File: src/rtl/sai_pkg.sv
// Shared types, constants and sequencer states for the shift array block.
package sai_pkg;

	localparam int ENTRIES = 8;
	localparam int AW      = (ENTRIES > 1) ? $clog2(ENTRIES) : 1;
	localparam int DW      = 32;

	typedef logic [AW-1:0] addr_t;
	typedef logic [DW-1:0] data_t;

	localparam addr_t LAST = addr_t'(ENTRIES - 1);

	typedef enum logic [1:0] {
		OP_INSERT  = 2'd0,
		OP_DELETE  = 2'd1,
		OP_REVERSE = 2'd2,
		OP_SEARCH  = 2'd3
	} op_t;

	typedef enum logic [3:0] {
		ST_IDLE,
		ST_SHIFT,
		ST_FLUSH,
		ST_FINAL,
		ST_SRCH,
		ST_SRCH_LAST,
		ST_REV_RD_LO,
		ST_REV_RD_HI,
		ST_REV_WR_LO,
		ST_REV_WR_HI,
		ST_DONE
	} state_t;

	typedef struct packed {
		op_t                op;
		logic [2:0]         position;
		logic signed [31:0] value;
	} req_t;

	typedef struct packed {
		logic       found;
		logic [2:0] match_index;
	} res_t;

	typedef struct packed {
		addr_t nxt;
		addr_t adj;
		logic  at_end;
		logic  eq;
	} step_t;

endpackage

File: src/rtl/sai_ram.sv
// Generic single-write, single-read RAM with registered read data.
module sai_ram #(
	parameter int WIDTH = 32,
	parameter int DEPTH = 8
) (
	input  logic                                     clk,
	input  logic                                     we,
	input  logic [((DEPTH > 1) ? $clog2(DEPTH) : 1)-1:0] waddr,
	input  logic [WIDTH-1:0]                         wdata,
	input  logic [((DEPTH > 1) ? $clog2(DEPTH) : 1)-1:0] raddr,
	output logic [WIDTH-1:0]                         rdata
);

	logic [WIDTH-1:0] mem [DEPTH];

	always_ff @(posedge clk) begin
		if (we) begin
			mem[waddr] <= wdata;
		end
		rdata <= mem[raddr];
	end

endmodule

File: src/rtl/sai_step.sv
// Shared index step and key compare unit used by every sequencer walk.
module sai_step (
	input  sai_pkg::addr_t idx,
	input  logic           dec,
	input  sai_pkg::addr_t end_idx,
	input  sai_pkg::data_t key,
	input  sai_pkg::data_t data,
	output sai_pkg::step_t step
);

	always_comb begin
		step.nxt    = dec ? sai_pkg::addr_t'(idx - 1'b1) : sai_pkg::addr_t'(idx + 1'b1);
		step.adj    = dec ? sai_pkg::addr_t'(idx + 1'b1) : sai_pkg::addr_t'(idx - 1'b1);
		step.at_end = (idx == end_idx);
		step.eq     = (data == key);
	end

endmodule

File: src/rtl/sai_engine.sv
// Sequencer that walks the entry RAM for insert, delete, reverse and search.
module sai_engine (
	input  logic          clk,
	input  logic          arst_n,
	input  logic          start,
	input  sai_pkg::req_t req,
	input  logic          res_ready,
	output logic          idle,
	output logic          res_valid,
	output sai_pkg::res_t res
);

	sai_pkg::state_t state_q, state_d;

	sai_pkg::addr_t idx_q, hi_q, wa_q, end_q, fin_addr_q, fidx_q;
	sai_pkg::data_t fin_data_q, key_q, tmp_q;
	logic           dec_q, pend_q, found_q, rvalid_q;
	logic [sai_pkg::ENTRIES-1:0] valid_q;

	logic           ram_we;
	sai_pkg::addr_t ram_waddr, ram_raddr;
	sai_pkg::data_t ram_wdata, ram_rdata, rdata_eff;
	sai_pkg::step_t step;

	logic           past_end, ins_direct, rev_more;
	sai_pkg::addr_t pos_a;

	assign pos_a      = sai_pkg::addr_t'(req.position);
	assign past_end   = 32'(req.position) >= 32'(sai_pkg::ENTRIES);
	assign ins_direct = past_end || (pos_a == sai_pkg::LAST);
	assign rdata_eff  = rvalid_q ? ram_rdata : '0;
	assign rev_more   = 32'(sai_pkg::addr_t'(hi_q - idx_q)) > 32'd2;

	sai_step u_step (
		.idx     (idx_q),
		.dec     (dec_q),
		.end_idx (end_q),
		.key     (key_q),
		.data    (rdata_eff),
		.step    (step)
	);

	sai_ram #(
		.WIDTH (sai_pkg::DW),
		.DEPTH (sai_pkg::ENTRIES)
	) u_ram (
		.clk   (clk),
		.we    (ram_we),
		.waddr (ram_waddr),
		.wdata (ram_wdata),
		.raddr (ram_raddr),
		.rdata (ram_rdata)
	);

	// next state
	always_comb begin
		state_d = state_q;
		unique case (state_q)
			sai_pkg::ST_IDLE: begin
				if (start) begin
					unique case (req.op)
						sai_pkg::OP_INSERT:  state_d = ins_direct ? sai_pkg::ST_FINAL : sai_pkg::ST_SHIFT;
						sai_pkg::OP_DELETE: begin
							if (past_end) state_d = sai_pkg::ST_DONE;
							else if (pos_a == sai_pkg::LAST) state_d = sai_pkg::ST_FINAL;
							else state_d = sai_pkg::ST_SHIFT;
						end
						sai_pkg::OP_REVERSE: state_d = sai_pkg::ST_REV_RD_LO;
						sai_pkg::OP_SEARCH:  state_d = sai_pkg::ST_SRCH;
						default:             state_d = sai_pkg::ST_IDLE;
					endcase
				end
			end
			sai_pkg::ST_SHIFT:     if (step.at_end) state_d = sai_pkg::ST_FLUSH;
			sai_pkg::ST_FLUSH:     state_d = sai_pkg::ST_FINAL;
			sai_pkg::ST_FINAL:     state_d = sai_pkg::ST_DONE;
			sai_pkg::ST_SRCH: begin
				if (pend_q && step.eq) state_d = sai_pkg::ST_DONE;
				else if (step.at_end) state_d = sai_pkg::ST_SRCH_LAST;
			end
			sai_pkg::ST_SRCH_LAST: state_d = sai_pkg::ST_DONE;
			sai_pkg::ST_REV_RD_LO: state_d = sai_pkg::ST_REV_RD_HI;
			sai_pkg::ST_REV_RD_HI: state_d = sai_pkg::ST_REV_WR_LO;
			sai_pkg::ST_REV_WR_LO: state_d = sai_pkg::ST_REV_WR_HI;
			sai_pkg::ST_REV_WR_HI: state_d = rev_more ? sai_pkg::ST_REV_RD_LO : sai_pkg::ST_DONE;
			sai_pkg::ST_DONE:      if (res_ready) state_d = sai_pkg::ST_IDLE;
			default:               state_d = sai_pkg::ST_IDLE;
		endcase
	end

	// RAM port and handshake outputs
	always_comb begin
		ram_we    = 1'b0;
		ram_waddr = wa_q;
		ram_wdata = rdata_eff;
		ram_raddr = idx_q;
		res_valid = 1'b0;
		idle      = 1'b0;
		unique case (state_q)
			sai_pkg::ST_IDLE:  idle = 1'b1;
			sai_pkg::ST_SHIFT: ram_we = pend_q;
			sai_pkg::ST_FLUSH: ram_we = 1'b1;
			sai_pkg::ST_FINAL: begin
				ram_we    = 1'b1;
				ram_waddr = fin_addr_q;
				ram_wdata = fin_data_q;
			end
			sai_pkg::ST_REV_RD_HI: ram_raddr = hi_q;
			sai_pkg::ST_REV_WR_LO: begin
				ram_we    = 1'b1;
				ram_waddr = idx_q;
			end
			sai_pkg::ST_REV_WR_HI: begin
				ram_we    = 1'b1;
				ram_waddr = hi_q;
				ram_wdata = tmp_q;
			end
			sai_pkg::ST_DONE: res_valid = 1'b1;
			default: ;
		endcase
	end

	assign res.found       = found_q;
	assign res.match_index = 3'(fidx_q);

	always_ff @(posedge clk or negedge arst_n) begin
		if (!arst_n) begin
			state_q  <= sai_pkg::ST_IDLE;
			valid_q  <= '0;
			rvalid_q <= 1'b0;
			pend_q   <= 1'b0;
			found_q  <= 1'b0;
		end else begin
			state_q  <= state_d;
			rvalid_q <= valid_q[ram_raddr];
			if (ram_we) begin
				valid_q[ram_waddr] <= 1'b1;
			end
			unique case (state_q)
				sai_pkg::ST_IDLE: begin
					pend_q  <= 1'b0;
					found_q <= 1'b0;
					fidx_q  <= '0;
					key_q   <= sai_pkg::data_t'(req.value);
					if (start) begin
						unique case (req.op)
							sai_pkg::OP_INSERT: begin
								idx_q      <= sai_pkg::addr_t'(sai_pkg::LAST - 1'b1);
								end_q      <= pos_a;
								dec_q      <= 1'b1;
								fin_addr_q <= past_end ? sai_pkg::LAST : pos_a;
								fin_data_q <= sai_pkg::data_t'(req.value);
							end
							sai_pkg::OP_DELETE: begin
								idx_q      <= sai_pkg::addr_t'(pos_a + 1'b1);
								end_q      <= sai_pkg::LAST;
								dec_q      <= 1'b0;
								fin_addr_q <= sai_pkg::LAST;
								fin_data_q <= '0;
							end
							sai_pkg::OP_REVERSE: begin
								idx_q <= '0;
								hi_q  <= sai_pkg::LAST;
								dec_q <= 1'b0;
							end
							sai_pkg::OP_SEARCH: begin
								idx_q <= '0;
								end_q <= sai_pkg::LAST;
								dec_q <= 1'b0;
							end
							default: ;
						endcase
					end
				end
				sai_pkg::ST_SHIFT: begin
					pend_q <= 1'b1;
					wa_q   <= step.adj;
					if (!step.at_end) idx_q <= step.nxt;
				end
				sai_pkg::ST_SRCH: begin
					pend_q <= 1'b1;
					wa_q   <= idx_q;
					if (pend_q && step.eq) begin
						found_q <= 1'b1;
						fidx_q  <= wa_q;
					end else if (!step.at_end) begin
						idx_q <= step.nxt;
					end
				end
				sai_pkg::ST_SRCH_LAST: begin
					if (step.eq) begin
						found_q <= 1'b1;
						fidx_q  <= wa_q;
					end
				end
				sai_pkg::ST_REV_RD_HI: tmp_q <= rdata_eff;
				sai_pkg::ST_REV_WR_HI: begin
					idx_q <= step.nxt;
					hi_q  <= sai_pkg::addr_t'(hi_q - 1'b1);
				end
				default: ;
			endcase
		end
	end

	a_shift_no_collide: assert property (@(posedge clk) disable iff (!arst_n)
		(state_q == sai_pkg::ST_SHIFT) && ram_we |-> ram_waddr != ram_raddr)
		else $error("shift writes the slot it reads");

	a_rev_order: assert property (@(posedge clk) disable iff (!arst_n)
		(state_q == sai_pkg::ST_REV_RD_LO) || (state_q == sai_pkg::ST_REV_WR_HI)
		|-> hi_q > idx_q)
		else $error("reverse pointers crossed");

	a_shift_bound: assert property (@(posedge clk) disable iff (!arst_n)
		(state_q == sai_pkg::ST_SHIFT) |-> (dec_q ? (idx_q >= end_q) : (idx_q <= end_q)))
		else $error("shift index ran past its end");

endmodule

File: src/rtl/shift_array_insert_delete_search.sv
// Top level of the shift array with insert, delete, reverse and search.
// Usage:
//  - Requests arrive on the s_axis group; tuser carries the operation
//    (insert, delete, reverse, search), tdata the position and value.
//  - Every request gives one beat on the m_axis group: tuser is the found
//    flag, tdata the lowest matching slot (zero unless a search matched).
//  - One request is worked at a time; tready is low until it is finished.
//  - The entries sit in a one-read, one-write RAM; insert, delete and
//    search walk it one slot a cycle, while reverse reads both slots of
//    each pair and then writes them back swapped. An insert or delete at
//    the last slot skips the walk, and a delete beyond the array writes
//    nothing.
//  - A finished result waits in the output register; while it is held the
//    next request is still taken, and its own result waits until the
//    register frees.
//  - Reset empties the array (all entries read as zero) at once, with no
//    clearing pass, and drops any pending result.
module shift_array_insert_delete_search (
	input  logic        clk,
	input  logic        arst_n,
	input  logic        s_axis_tvalid,
	output logic        s_axis_tready,
	input  logic [39:0] s_axis_tdata,  // [2:0] position, [34:3] value, rest zero
	input  logic [1:0]  s_axis_tuser,  // [1:0] req_type
	output logic        m_axis_tvalid,
	input  logic        m_axis_tready,
	output logic [7:0]  m_axis_tdata,  // [2:0] match_index, rest zero
	output logic        m_axis_tuser   // [0] found
);

	sai_pkg::req_t req;
	sai_pkg::res_t res, out_q;
	logic          idle, start, res_valid, res_ready, out_valid_q;

	assign req.op       = sai_pkg::op_t'(s_axis_tuser);
	assign req.position = s_axis_tdata[2:0];
	assign req.value    = s_axis_tdata[34:3];

	assign s_axis_tready = idle;
	assign start         = s_axis_tvalid && idle;
	assign res_ready     = !out_valid_q || m_axis_tready;

	sai_engine u_engine (
		.clk       (clk),
		.arst_n    (arst_n),
		.start     (start),
		.req       (req),
		.res_ready (res_ready),
		.idle      (idle),
		.res_valid (res_valid),
		.res       (res)
	);

	always_ff @(posedge clk or negedge arst_n) begin
		if (!arst_n) begin
			out_valid_q <= 1'b0;
		end else if (res_ready) begin
			out_valid_q <= res_valid;
		end
	end

	always_ff @(posedge clk) begin
		if (res_ready && res_valid) begin
			out_q <= res;
		end
	end

	assign m_axis_tvalid = out_valid_q;
	assign m_axis_tdata  = {5'b0, out_q.match_index};
	assign m_axis_tuser  = out_q.found;

endmodule

File: config.mk
export PLATFORM = sky130hd
export DESIGN_NAME = shift_array_insert_delete_search
export DESIGN_NICKNAME = d
export VERILOG_FILES = /design/src/rtl/sai_pkg.sv /design/src/rtl/sai_ram.sv /design/src/rtl/sai_step.sv /design/src/rtl/sai_engine.sv /design/src/rtl/shift_array_insert_delete_search.sv
export SDC_FILE = /design/constraint.sdc
export NUM_CORES = 1
export LEC_CHECK = 0
export ABC_AREA = 0
export BUFFER_PORTS_ARGS = -buffer_cell sky130_fd_sc_hd__buf_2
export CAP_MARGIN = 20
export CORE_UTILIZATION = 55
export CTS_CLUSTER_DIAMETER = 60
export DETAILED_ROUTE_END_ITERATION = 12
export GPL_TIMING_DRIVEN = 0
export PLACE_DENSITY = 0.75
export SLEW_MARGIN = 20
export SYNTH_ARGS = -nofsm -noshare
export SYNTH_HDL_FRONTEND = slang
export SYNTH_HIERARCHICAL = 1
export SYNTH_SLANG_ARGS = --single-unit
File: constraint.sdc
create_clock -name clk -period 4.3 [get_ports clk]
set_input_delay 0.645 -clock clk [delete_from_list [all_inputs] [get_ports clk]]
set_output_delay 0.645 -clock clk [all_outputs]
set_load 0.01 [all_outputs]
# --- After elaboration in Yosys (flattened, before gate mapping) ---
# Memories as Yosys holds them, arrays and structs flattened. A register that Yosys moved wholly into a read port is not among the register bits.
# Index checks and enable logic that the tools add are counted.
word_totals:
  regBits: 135
  ramBits: 256
  in_bits: 46
  out_inout_bits: 11
  wordCells: 130
  n_memories: 1
memory_table:
  columns: ["name", "depth", "word_bits", "read_ports", "rd_ports_with_merged_regs", "write_ports", "line", "text"]
  rows:
  - ["u_engine.u_ram.mem", 8, 32, 1, 1, 1, "sai_ram.sv:14", "logic [WIDTH-1:0] mem [DEPTH];"]
op_classes:
  n_addsub: 5
  magnitude_cmp: 4
  n_eq_ne: 24
  n_mux: 44
  bitwise: 1
  n_reduce_logical: 33
op_table:
  columns: ["op", "count"]
  rows:
  - ["case mux 32 bit (2 select lines)", 2]
  - ["case mux 4 bit (10 select lines)", 1]
  - ["== test 32 bit", 1]
  - ["two-way mux 32 bit", 1]
  - ["two-way mux 3 bit", 10]
  - ["case mux 3 bit (3 select lines)", 3]
  - ["two-way mux 4 bit", 6]
  - ["case mux 3 bit (2 select lines)", 4]
  - ["AND reduction 4 bit", 6]
  - ["== test 4 x 3 -> 1 bit (second input constant)", 4]
  - ["== test 4 bit (second input constant)", 3]
  - ["case mux 3 bit (4 select lines)", 1]
  - ["case mux 4 bit (3 select lines)", 1]
  - ["nonzero test 2 bit", 5]
  - ["OR reduction 2 bit", 5]
  - ["== test 4 x 2 -> 1 bit (second input constant)", 2]
  - ["< comparator 3 x 4 -> 1 bit (second input constant)", 2]
  - ["two-way mux 1 bit", 8]
  - ["inequality test 2 x 1 -> 1 bit (second input constant)", 4]
  - ["OR 8 bit", 1]
  - ["adder 3 x 1 -> 3 bit (second input constant)", 2]
  - ["inequality test 2 bit (second input constant)", 3]
  - ["case mux 1 bit (2 select lines)", 3]
  - ["AND reduction 2 bit", 3]
  - ["24 further kinds", 30]

# --- Longest topological paths before layout ---
# Gate-level depths: netlist of run 1.
depth:
  depth_word: 7
  ltp_mapped: 12
  ltp_nobuf: 11

# --- Hierarchy ---
# The synthesis of run 1 kept the hierarchy.
modules_own_cells:
  columns: ["module", "instances", "cells_per_inst", "area_per_inst_um2"]
  rows:
  - ["sai_ram", 1, 415, 10466.3]
  - ["sai_engine", 1, 476, 5830.6]
  - ["sai_step", 1, 59, 471.7]
  - ["shift_array_insert_delete_search", 1, 15, 221.5]

# --- Least setup slack after synthesis of run 1 ---
# No wires, ideal clock.
synth_timing:
  path_type: "flip-flop to flip-flop"
  start: "reg u_engine.state_q[0]"
  end: "reg u_engine.fin_addr_q[0], enable pin"
  setup_ns: 0.427
  arrival_ns: 4.151
  slack_ns: -0.278
  stages_incl_launch_ff: 8
  n_path_buf: 2
  path_cell_list: "dfrtp_1 -> buf_2 -> clkbuf_1 -> nor2_1 -> nand2_1 -> nor2_1 -> nand2_1 -> nor2_1"
synth_via:
  elab_chain_len: 4
synth_rtl:
  columns: ["item", "line", "text"]
  rows:
  - ["start, declared", "sai_engine.sv:13", "sai_pkg::state_t state_q, state_d;"]
  - ["start signal, assigned", "sai_engine.sv:128", "state_q <= sai_pkg::ST_IDLE;"]
  - ["start signal, assigned", "sai_engine.sv:134", "state_q <= state_d;"]
  - ["zero test 4 bit (*)", "sai_engine.sv:99, sai_engine.sv:139", null]
  - ["two-way mux 1 bit", "sai_engine.sv:99", "unique case (state_q)"]
  - ["logical AND 1 bit", "shift_array_insert_delete_search.sv:40", "assign start = s_axis_tvalid && idle;"]
  - ["AND reduction 4 bit (no line) (*)", null, null]
  - ["end signal, assigned", "sai_engine.sv:151", "fin_addr_q <= past_end ? sai_pkg::LAST : pos_a;"]
  - ["end signal, assigned", "sai_engine.sv:158", "fin_addr_q <= sai_pkg::LAST;"]
  - ["end, declared", "sai_engine.sv:15", "sai_pkg::addr_t idx_q, hi_q, wa_q, end_q, fin_addr_q, fidx_q;"]
# Mark *: on every way between the ends. The rest lies on a longest branch, timed or not.
# A chain may end at the register's enable or synchronous reset.

==> impl_metrics.py, run 1 <==
metrics = {
    "run_status": {
        "outcome": "complete, no violations",
    },
    "layout": {
        "diodes": 0,
        "fillers": 2021,
        "syn_to_final_growth_pct": 15.1,
        "drive_gt1_share_pct": 20.8,
        "final_common_cell": "edfxtp_1",
        "seq_area_um2": 12300,
        "fin_cells": 1500,
        "multiInputGateArea_um2": 4310,
        "final_util_pct": 65.1,
        "layout_common_cells": "375 x edfxtp_1, 56 x buf_2, 54 x nand2_1, 44 x inv_1, 42 x clkbuf_16",
        "fin_nets": 1131,
    },
    "routing": {
        "detail-route-antenna-nets": 0,
        "drt_wl_total_um": 37900,
        "vias": 9160,
        "route.detailed.drc": 0,
        "wl_per_cell_um": 25.3,
        "vias_per_cell": 6.11,
        "drt_iter0_drc": 1040,
        "dr.pass1.iters": 5,
    },
    "yosys": {
        "yosys_warnings": 6,
        "synth_area_leader_cell": "edfxtp_1",
        "synth_seq_area_share_pct": 72.4,
        "synthArstFlopShare_pct": 3.78,
        "post_synth.cell_area_avg_um2": 17.6,
        "synth_top_cell_area_share_pct": 66.3,
        "ys_ff_latch": 423,
        "synth-edff-count": 375,
        "ys.flop_type": "edfxtp_1",
        "ys_types": 60,
        "netlist_instances": 965,
        "netlist_area_um2": 17000,
        "synth_area_leaders": "edfxtp_1 66%, mux4_1 6.2%, dfxtp_1 3.8%",
    },
    "timing": {
        "setup_viol": 0,
        "fin_skew_ps": 20.9,
        "max_freq_mhz": 262,
        "rsz0062_at_grt": "no",
        "tightest_slew_ps": 912,
        "tns_ps": 0,
        "hold_viol": 0,
        "finalCritPeriodShare_pct": 88.8,
        "hold-worst-slack_ps": 69.3,
        "drv_slew": 0,
        "fin_crit_ps": 3820,
        "slew_headroom_pct": 39.2,
    },
    "global_route": {
        "grt_pass1_wl_um": 57000,
        "first_global_vias": 9294,
        "grt_usage_pct": 25.2,
        "antenna_found_initial": 0,
        "grt_overflow": 0,
        "grt_max_degree": 22,
    },
    "die": {
        "fp-row-count": 63,
        "fp.coreArea_um2": 30000,
        "io_pins": 57,
        "fp.dieH_um": 178,
        "dieArea_um2": 31600,
        "die_x_um": 178,
        "start_util_pct": 56.6,
    },
    "power": {
        "power_mw": 14.5,
        "p_leak_nw": 6.99,
        "irDropWorstVdd_v": 0.000472,
        "p_per_area_nw_per_um2": 740,
    },
    "place": {
        "place_congestion": 0.871,
        "post-dp-hpwl_um": 24400,
        "place_inst": 1425,
        "portBuffers": 46,
    },
    "clock_network": {
        "cts.sinks": 423,
        "numCtsBuffers": 41,
        "post_cts_buffers": 0,
        "holdBufCountCts": 0,
        "clockBufferDepth": 3,
        "clockRootBuffer": "clkbuf_16",
        "clock_latency_ps": 540,
        "cts.htree.levels": 2,
        "clk_pin_slew_ps": 70,
        "cts_resized": 0,
        "cts_tree": "done",
    },
    "setup_path": {
        "r2r_setup_slack_ps": 480,
        "cpLargestDelayFamily": "simple AND/OR/NAND/NOR gates",
        "cp_slowest_cell": "clkbuf_1",
        "cp-start-kind": "flip-flop",
        "path_class": "reg -> reg",
        "required_ps": 4460,
        "critPathMaxStageDelay_ps": 600,
        "crit_fanout": 10,
        "cp-end-kind": "flip-flop",
        "path_buf_inv": 2,
        "worstPathArrival_ps": 3970,
        "path_cells": "clkbuf_1, nand2_1, inv_1, xor2_1, nor4_1, nand4_1, nor2_1, o21ai_0, a211oi_1",
    },
    "job": {
        "cap_viol_max_count": 0,
    },
    "min_path": {
        "hold_class": "in -> async",
    },
}
==> area by class of cell <==
cell class                      count  area share (%)
Sequential cell                   423            62.9
Multi-Input combinational cell    446            22.1
Clock buffer                       58            5.99
Timing Repair Buffer               66            2.85
Tap cell                          390            2.50
Buffer                             51            1.45
Clock inverter                     17            1.28
Inverter                           49           0.941
==> cell usage after synthesis, types with 2 or more instances <==
cell and instances:
mux4_1 40, nand2b_1 12, a21oi_1 9, mux2_1 3
buf_1 8, o31ai_1 7, clkbuf_1 19, a21o_1 8
buf_4 7, nand3b_1 2, xnor2_1 4, nand4bb_1 2
o21ai_1 38, nor2_1 25, dfrtp_1 16, buf_6 7
nor4_1 8, nor2b_1 7, nor4bb_1 2, mux2i_1 10
nand4_1 3, and2_1 35, inv_1 44, nand2_1 54
nor3_1 6, mux2_2 33, and3_1 3, or2_2 3
edfxtp_1 375, inv_2 4, a22oi_1 33, ha_1 6
o21ai_0 5, a221o_1 2, dfxtp_1 32, xor2_1 36
mux4_2 24, nand4b_1 2, buf_2 10
==> path summary, 6_finish.rpt <==
path                            depth (start not counted)               start                   to
worst max register to register                          9   u_engine/rvalid_q   u_engine/fidx_q[2]
min in group clk                                        1     s_axis_tdata[9]    u_engine/key_q[6]
worst min register to register                          0  u_engine/fidx_q[0]      m_axis_tdata[0]
worst min-delay path                                    1              arst_n     u_engine/found_q
worst max-delay path                                    9   u_engine/rvalid_q   u_engine/fidx_q[2]
max in group asynchronous                               1              arst_n  u_engine/state_q[1]
==> through the flow <==
stage	instance area, µm²	setup WS (ps)
2_1_floorplan	17000	154
3_3_place_gp	17700	-2770
3_5_place_dp	18100	631
4_1_cts	19600	561
5_1_grt	19600	341
6_report	19600	483
==> per-layer routing <==
metal,vias up,global-route usage [%],routed length (µm)
met1,4703,35.8,15700
met3,72,4.76,3090
met2,418,40.1,18100
li1,3967,-,-
met5,-,0,0
met4,0,7.30,965
==> sequential cells by signal, indices dropped and copies added (netlist names), 3 cells and up <==
| register | cells |
|---|---|
| u_engine/fin_data_q | 32 |
| u_engine/end_q | 3 |
| u_engine/hi_q | 3 |
| u_engine/tmp_q | 32 |
| u_engine/u_ram/mem | 256 |
| u_engine/valid_q | 8 |
| u_engine/state_q | 4 |
| u_engine/idx_q | 3 |
| u_engine/key_q | 32 |
| u_engine/fidx_q | 3 |
| m_axis_tdata | 3 |
| u_engine/u_ram/rdata | 32 |
| u_engine/wa_q | 3 |
| u_engine/fin_addr_q | 3 |
==> logic make-up after synthesis <==
kind of cell	Yosys count	synth area share, %
and+or+nand+nor	171	5.40
xor gates and xnor gates	41	2.20
AOI/OAI and AO/OA	111	4.19
other	1	0.0221
adders and majority gates	7	0.560
muxes	111	12.5
DFF	423	72.4
buffers and inverters	100	2.75
==> power by group <==
part	switching, mW	internal [mW]
combinational	2.70	1.55
clock	1.48	2.27
sequential	0.306	6.17
(Power assumes the default switching activity.)
==> inputs of run 2 (changes only) <==
Settings changed: CTS_CLUSTER_SIZE set to 40, PLACE_DENSITY 0.75 to 0.72, SETUP_SLACK_MARGIN set to 0.2.
Clock period 4.3 ns to 3.8 ns, I/O delays scaled along.
==> run 2 against run 1 <==
Wire length down 4.8%. Die area unchanged. Setup slack worse by 100 ps. Sequential power up 13%. Total power up 6.8%. Critical endpoint unchanged. Largest cell class unchanged.
==> impl_metrics.py, run 2 (synthesized netlist as in run 1, its figures left out) <==
metrics = {
    "layout": {
        "fin_cells": 1480,
        "multiInputGateArea_um2": 4330,
        "final_common_cell": "edfxtp_1",
        "syn_to_final_growth_pct": 13.6,
        "regMostFlops": "u_engine/u_ram/mem",
        "layout_common_cells": "375 x edfxtp_1, 56 x buf_2, 54 x nand2_1, 44 x inv_1, 40 x mux4_1",
        "largest_register_ffs": 256,
        "fin_nets": 1120,
        "fillers": 2045,
        "final_util_pct": 64.3,
        "diodes": 0,
        "drive_gt1_share_pct": 20.3,
        "seq_area_um2": 12300,
    },
    "die": {
        "dieArea_um2": 31600,
        "fp.coreArea_um2": 30000,
        "fp-row-count": 63,
        "io_pins": 57,
        "fp.dieH_um": 178,
        "die_x_um": 178,
        "start_util_pct": 56.6,
    },
    "setup_path": {
        "path_cells": "clkbuf_2, nand2_1, inv_1, xor2_1, nor4_1, nand4_1, nor2_1, o21ai_0, a211oi_1",
        "crit_fanout": 10,
        "critPathMaxStageDelay_ps": 550,
        "worstPathArrival_ps": 3660,
        "path_class": "reg -> reg",
        "cp-end-kind": "flip-flop",
        "cp-start-kind": "flip-flop",
        "required_ps": 4030,
        "cp_slowest_cell": "dfrtp_1",
        "r2r_setup_slack_ps": 380,
    },
    "place": {
        "portBuffers": 46,
        "post-dp-hpwl_um": 23800,
        "place_congestion": 0.876,
        "place_inst": 1425,
    },
    "routing": {
        "vias_per_cell": 6.00,
        "drt_iter0_drc": 1027,
        "vias": 8881,
        "wl_per_cell_um": 24.4,
        "route.detailed.drc": 0,
        "drt_wl_total_um": 36100,
        "detail-route-antenna-nets": 0,
        "dr.pass1.iters": 5,
    },
    "global_route": {
        "grt_max_degree": 26,
        "first_global_vias": 8722,
        "grt_usage_pct": 23.7,
        "grt_overflow": 0,
        "antenna_found_initial": 0,
        "grt_pass1_wl_um": 53600,
    },
    "clock_network": {
        "post_cts_buffers": 0,
        "cts_tree": "done",
        "clock_latency_ps": 590,
        "numCtsBuffers": 29,
        "clockRootBuffer": "clkbuf_16",
        "clockBufferDepth": 3,
        "cts.sinks": 423,
        "cts.htree.levels": 1,
        "clk_pin_slew_ps": 80,
    },
    "timing": {
        "setup_viol": 0,
        "rsz0062_at_grt": "no",
        "hold_viol": 0,
        "max_freq_mhz": 292,
        "fin_crit_ps": 3420,
        "slew_headroom_pct": 42.1,
        "tightest_slew_ps": 869,
        "drv_slew": 0,
        "finalCritPeriodShare_pct": 90.0,
        "fin_skew_ps": 31.1,
    },
    "power": {
        "p_per_area_nw_per_um2": 800,
        "irDropWorstVdd_v": 0.000496,
        "power_mw": 15.5,
        "p_leak_nw": 6.85,
    },
    "min_path": {
        "hold_class": "in -> reg",
    },
    "job": {
        "cap_viol_max_count": 0,
    },
    "run_status": {
        "outcome": "complete, no violations",
    },
}
## run 2: cell count changes in the layout (fill, tap and decap cells not counted), moves of 4 or more
cell	delta
buf_4	-8
clkinv_2	-4
clkbuf_8	-6
inv_8	+8
clkbuf_16	-13
buf_8	+5
clkbuf_1	-10
bufinv_16	-4
buf_16	+8
## run 2: what timing repair did
item                                   CTS  global route
resized for setup                        2             2
setup endpoints to repair                3             3
endpoints found under the hold margin   16             0
hold buffers                             1             0
## run 2: final cells by class
| class | instances | area share, % |
|---|---|---|
| timing repair buffer | 67 | 3.73 |
| multi-input combinational | 446 | 22.4 |
| tap | 390 | 2.53 |
| inverter | 49 | 0.953 |
| sequential | 423 | 63.7 |
| buffer | 51 | 1.48 |
| clock buffer | 32 | 3.82 |
| clock inverter | 22 | 1.36 |
## run 2: power breakdown
part	switching [mW]	leakage, nW	total, mW	internal (mW)
sequential	0.316	3.86	7.28	6.96
combinational	3.01	2.49	4.87	1.85
clock	1.68	0.488	3.31	1.63
## run 2: worst paths after layout
path                                    startpoint            endpoint  cells after the start
worst max-delay path             u_engine/rvalid_q  u_engine/fidx_q[2]                      9
worst min-delay path              s_axis_tdata[28]  u_engine/key_q[25]                      1
worst max register to register   u_engine/rvalid_q  u_engine/fidx_q[2]                      9
worst min register to register  u_engine/fidx_q[2]     m_axis_tdata[2]                      0
max in group asynchronous                   arst_n   u_engine/rvalid_q                      2
min in group asynchronous                   arst_n     u_engine/pend_q                      2
## run 2: worst max-delay path, delay by kind of cell, from the launching register on
kind	cells	cell delay (ps)
AO/OA/AOI/OAI	2	780
XOR/XNOR	1	150
flip-flops	1	550
AND/OR/NAND/NOR	4	1120
buffers and inverters	2	490
## run 2: metal layers
metal  GRT usage, %  share of wire (%)  vias to the layer above
met2           38.7                 48                      333
met5              0                  0                        -
met1           33.6                 43                     4535
met3           3.32                6.6                       65
met4           6.62                2.5                        0
li1               -                  -                     3948
## run 2: per-stage QoR
| step | hold WS [ps] | setup TNS [ps] | instance area [µm²] | worst slack (ps) |
|---|---|---|---|---|
| 2_1_floorplan | 274 | 0 | 17000 | 351 |
| 3_3_place_gp | 418 | -390930 | 17700 | -1520 |
| 3_5_place_dp | 416 | 0 | 18300 | 148 |
| 4_1_cts | 159 | 0 | 19300 | 296 |
| 5_1_grt | 158 | 0 | 19300 | 235 |
| 6_report | 178 | 0 | 19300 | 378 |
==> inputs of run 3 (changes only) <==
Settings changed: ABC_AREA 0 to 1.
==> run 3 against run 2 <==
First-iteration DRC count is 22% higher. Via count is 49% higher. Core utilization is 1.5 points lower. Register-to-register slack better by 150 ps. Worst hold slack worse by 1.9 ps. Cell area is 9.3% higher. Synthesized area is 11% higher. Clock-buffer cell count is 2 lower. Fmax is 4.5% higher. Wire length is 26% higher. Combinational power is 21% higher. Non-clock buffer count is 18 higher.
==> impl_metrics.py, run 3 <==
metrics = {
    "timing": {
        "fin_skew_ps": 16.9,
        "setup_viol": 0,
        "tns_ps": 0,
        "slew_headroom_pct": 43.3,
        "fin_crit_ps": 3270,
        "hold_viol": 0,
        "tightest_slew_ps": 847,
        "drv_slew": 0,
        "finalCritPeriodShare_pct": 86.2,
        "hold-worst-slack_ps": 176,
        "rsz0062_at_grt": "no",
        "max_freq_mhz": 305,
    },
    "min_path": {
        "hold_class": "in -> reg",
        "worstHoldStart": "s_axis_tdata[10]",
        "whs_path_depth": 1,
        "hold_path_end": "u_engine/key_q[7]",
    },
    "place": {
        "place_inst": 2465,
        "place_congestion": 0.895,
        "post-dp-hpwl_um": 31200,
        "portBuffers": 46,
    },
    "yosys": {
        "synth_seq_area_share_pct": 65.4,
        "synthTopCellsByCount": "639 x nand2_1, 410 x inv_1, 375 x edfxtp_1",
        "synth_top_cell_area_share_pct": 59.9,
        "synth_area_leader_cell": "edfxtp_1",
        "yosys_warnings": 6,
        "ys_types": 34,
        "synth_area_leaders": "edfxtp_1 60%, nand2_1 13%, inv_1 8.2%",
        "netlist_area_um2": 18800,
        "ys.flop_type": "edfxtp_1",
        "synthArstFlopShare_pct": 3.78,
        "ys_ff_latch": 423,
        "netlist_instances": 1953,
        "synthMostInstantiatedCell": "nand2_1",
        "post_synth.cell_area_avg_um2": 9.63,
        "synth-edff-count": 375,
    },
    "die": {
        "io_pins": 57,
        "die_x_um": 187,
        "fp.coreArea_um2": 33600,
        "fp-row-count": 67,
        "dieArea_um2": 34900,
        "start_util_pct": 56.0,
        "fp.dieH_um": 187,
    },
    "layout": {
        "layout_common_cells": "639 x nand2_1, 410 x inv_1, 375 x edfxtp_1, 182 x nand3_1, 99 x nor2_1",
        "fin_nets": 2102,
        "seq_area_um2": 12300,
        "regMostFlops": "u_engine/u_ram/mem",
        "final_common_cell": "nand2_1",
        "largest_register_ffs": 256,
        "fin_cells": 2520,
        "multiInputGateArea_um2": 4580,
        "drive_gt1_share_pct": 9.46,
        "syn_to_final_growth_pct": 12.2,
        "fillers": 2576,
    },
    "clock_network": {
        "clk_pin_slew_ps": 90,
        "clockRootBuffer": "clkbuf_16",
        "clock_latency_ps": 580,
        "cts_tree": "done",
        "cts.sinks": 423,
        "cts.htree.levels": 1,
        "numCtsBuffers": 29,
        "clockBufferDepth": 3,
    },
    "routing": {
        "wl_per_cell_um": 18.0,
        "route.detailed.drc": 0,
        "drt_wl_total_um": 45300,
        "dr.pass1.iters": 5,
        "drt_iter0_drc": 1254,
        "vias": 13216,
        "vias_per_cell": 5.24,
        "detail-route-antenna-nets": 0,
    },
    "job": {
        "cap_viol_max_count": 0,
    },
    "global_route": {
        "antenna_found_initial": 1,
        "first_global_vias": 12824,
        "grt_usage_pct": 26.3,
        "grt_pass1_wl_um": 69800,
        "grt_max_degree": 26,
        "grt_overflow": 0,
    },
    "power": {
        "p_leak_nw": 9.69,
        "irDropWorstVdd_v": 0.000571,
        "power_mw": 16.3,
        "p_per_area_nw_per_um2": 773,
    },
    "setup_path": {
        "r2r_setup_slack_ps": 530,
        "cp-end-kind": "flip-flop",
        "worstPathArrival_ps": 3530,
        "crit_fanout": 10,
        "r2r_end": "u_engine/fidx_q[1]",
        "path_class": "reg -> reg",
        "rr_worst_depth": 15,
        "cp-start-kind": "flip-flop",
        "r2r-start": "u_engine/rvalid_q",
        "required_ps": 4050,
    },
    "run_status": {
        "outcome": "complete, no violations",
    },
}
## run 3: cell count changes after synthesis, moves of 12 or more
cell / before / now
a22oi_1: 33 / 0
and2_1: 35 / 0
buf_2: 10 / 26
inv_1: 44 / 410
mux2_2: 33 / 0
mux4_1: 40 / 0
mux4_2: 24 / 0
nand2_1: 54 / 639
nand2b_1: 12 / 0
nand3_1: 0 / 182
nor2_1: 25 / 110
o211ai_1: 0 / 34
o21ai_1: 38 / 7
xor2_1: 36 / 9
## run 3: metrics by stage
| stage | cell area, µm² | utilization, % | worst slack, ps |
|---|---|---|---|
| after detailed placement | 20000 | 59.6 | 556 |
| after global placement | 19600 | 58.4 | -1210 |
| after floorplan | 18800 | - | 432 |
| after CTS | 21100 | 62.8 | 519 |
| after global routing | 21100 | 62.8 | 305 |
| final | 21100 | 62.8 | 526 |
## run 3: critical path, stage by stage (launching register included)
cell and delay, ps:
dfrtp_1 500, clkbuf_1 480, nand2_1 170, inv_1 200
inv_1 60, nand2_1 50, nand2_1 50, nor2_1 100
nand2_1 100, nor2_1 180, nand2_1 80, nor2_1 270
nand2_1 170, nand2_1 130, o211ai_1 130, nor2_1 260
## run 3: cell type report
| class | count | area share, % |
|---|---|---|
| Antenna cell | 1 | 0.0119 |
| Buffer | 75 | 2.13 |
| Clock buffer | 30 | 3.46 |
| Clock inverter | 23 | 1.54 |
| Inverter | 421 | 7.49 |
| Multi-Input combinational cell | 1038 | 21.7 |
| Sequential cell | 423 | 58.3 |
| Tap cell | 448 | 2.66 |
| Timing Repair Buffer | 61 | 2.72 |
## run 3: logic make-up after synthesis
| group | count (synthesis) | share of synthesized area, % |
|---|---|---|
| AOI/OAI and AO/OA | 60 | 2.12 |
| xor gates and xnor gates | 11 | 0.512 |
| adders and majority gates | 7 | 0.506 |
| buffers and inverters | 496 | 10.8 |
| DFF | 423 | 65.4 |
| other | 1 | 0.0199 |
| and+or+nand+nor | 955 | 20.7 |
## run 3: how the worst max path moves through the flow
stage,to,startpoint,depth (start not counted)
3_3_place_gp,u_engine/fin_data_q[22],arst_n,5
6_report,u_engine/fidx_q[1],u_engine/rvalid_q,15
3_5_place_dp,u_engine/fidx_q[1],u_engine/rvalid_q,15
4_1_cts,u_engine/fidx_q[1],u_engine/rvalid_q,15
2_1_floorplan,u_engine/fin_addr_q[0],u_engine/state_q[3],6
5_1_grt,u_engine/fidx_q[2],u_engine/rvalid_q,15
## run 3: report_power, final
group          leakage [nW]  internal (mW)  switching, mW
clock network         0.515           1.66           1.76
registers              3.89           6.65          0.339
logic                  5.29           1.64           4.25
total                  9.69           9.95           6.35
## run 3: repair_timing
item / CTS / global route
hold buffers: 1 / 0
gates resized for setup: 0 / 2
setup endpoints to repair: 0 / 3
buffers inserted: 0 / 0
endpoints found under the hold margin: 16 / 0
## run 3: routing by layer
metal  routed length (µm)  track usage (%)
met5                    0                0
met4                 1590             9.96
met3                 3740             3.79
met2                22000             45.6
met1                18000             33.5
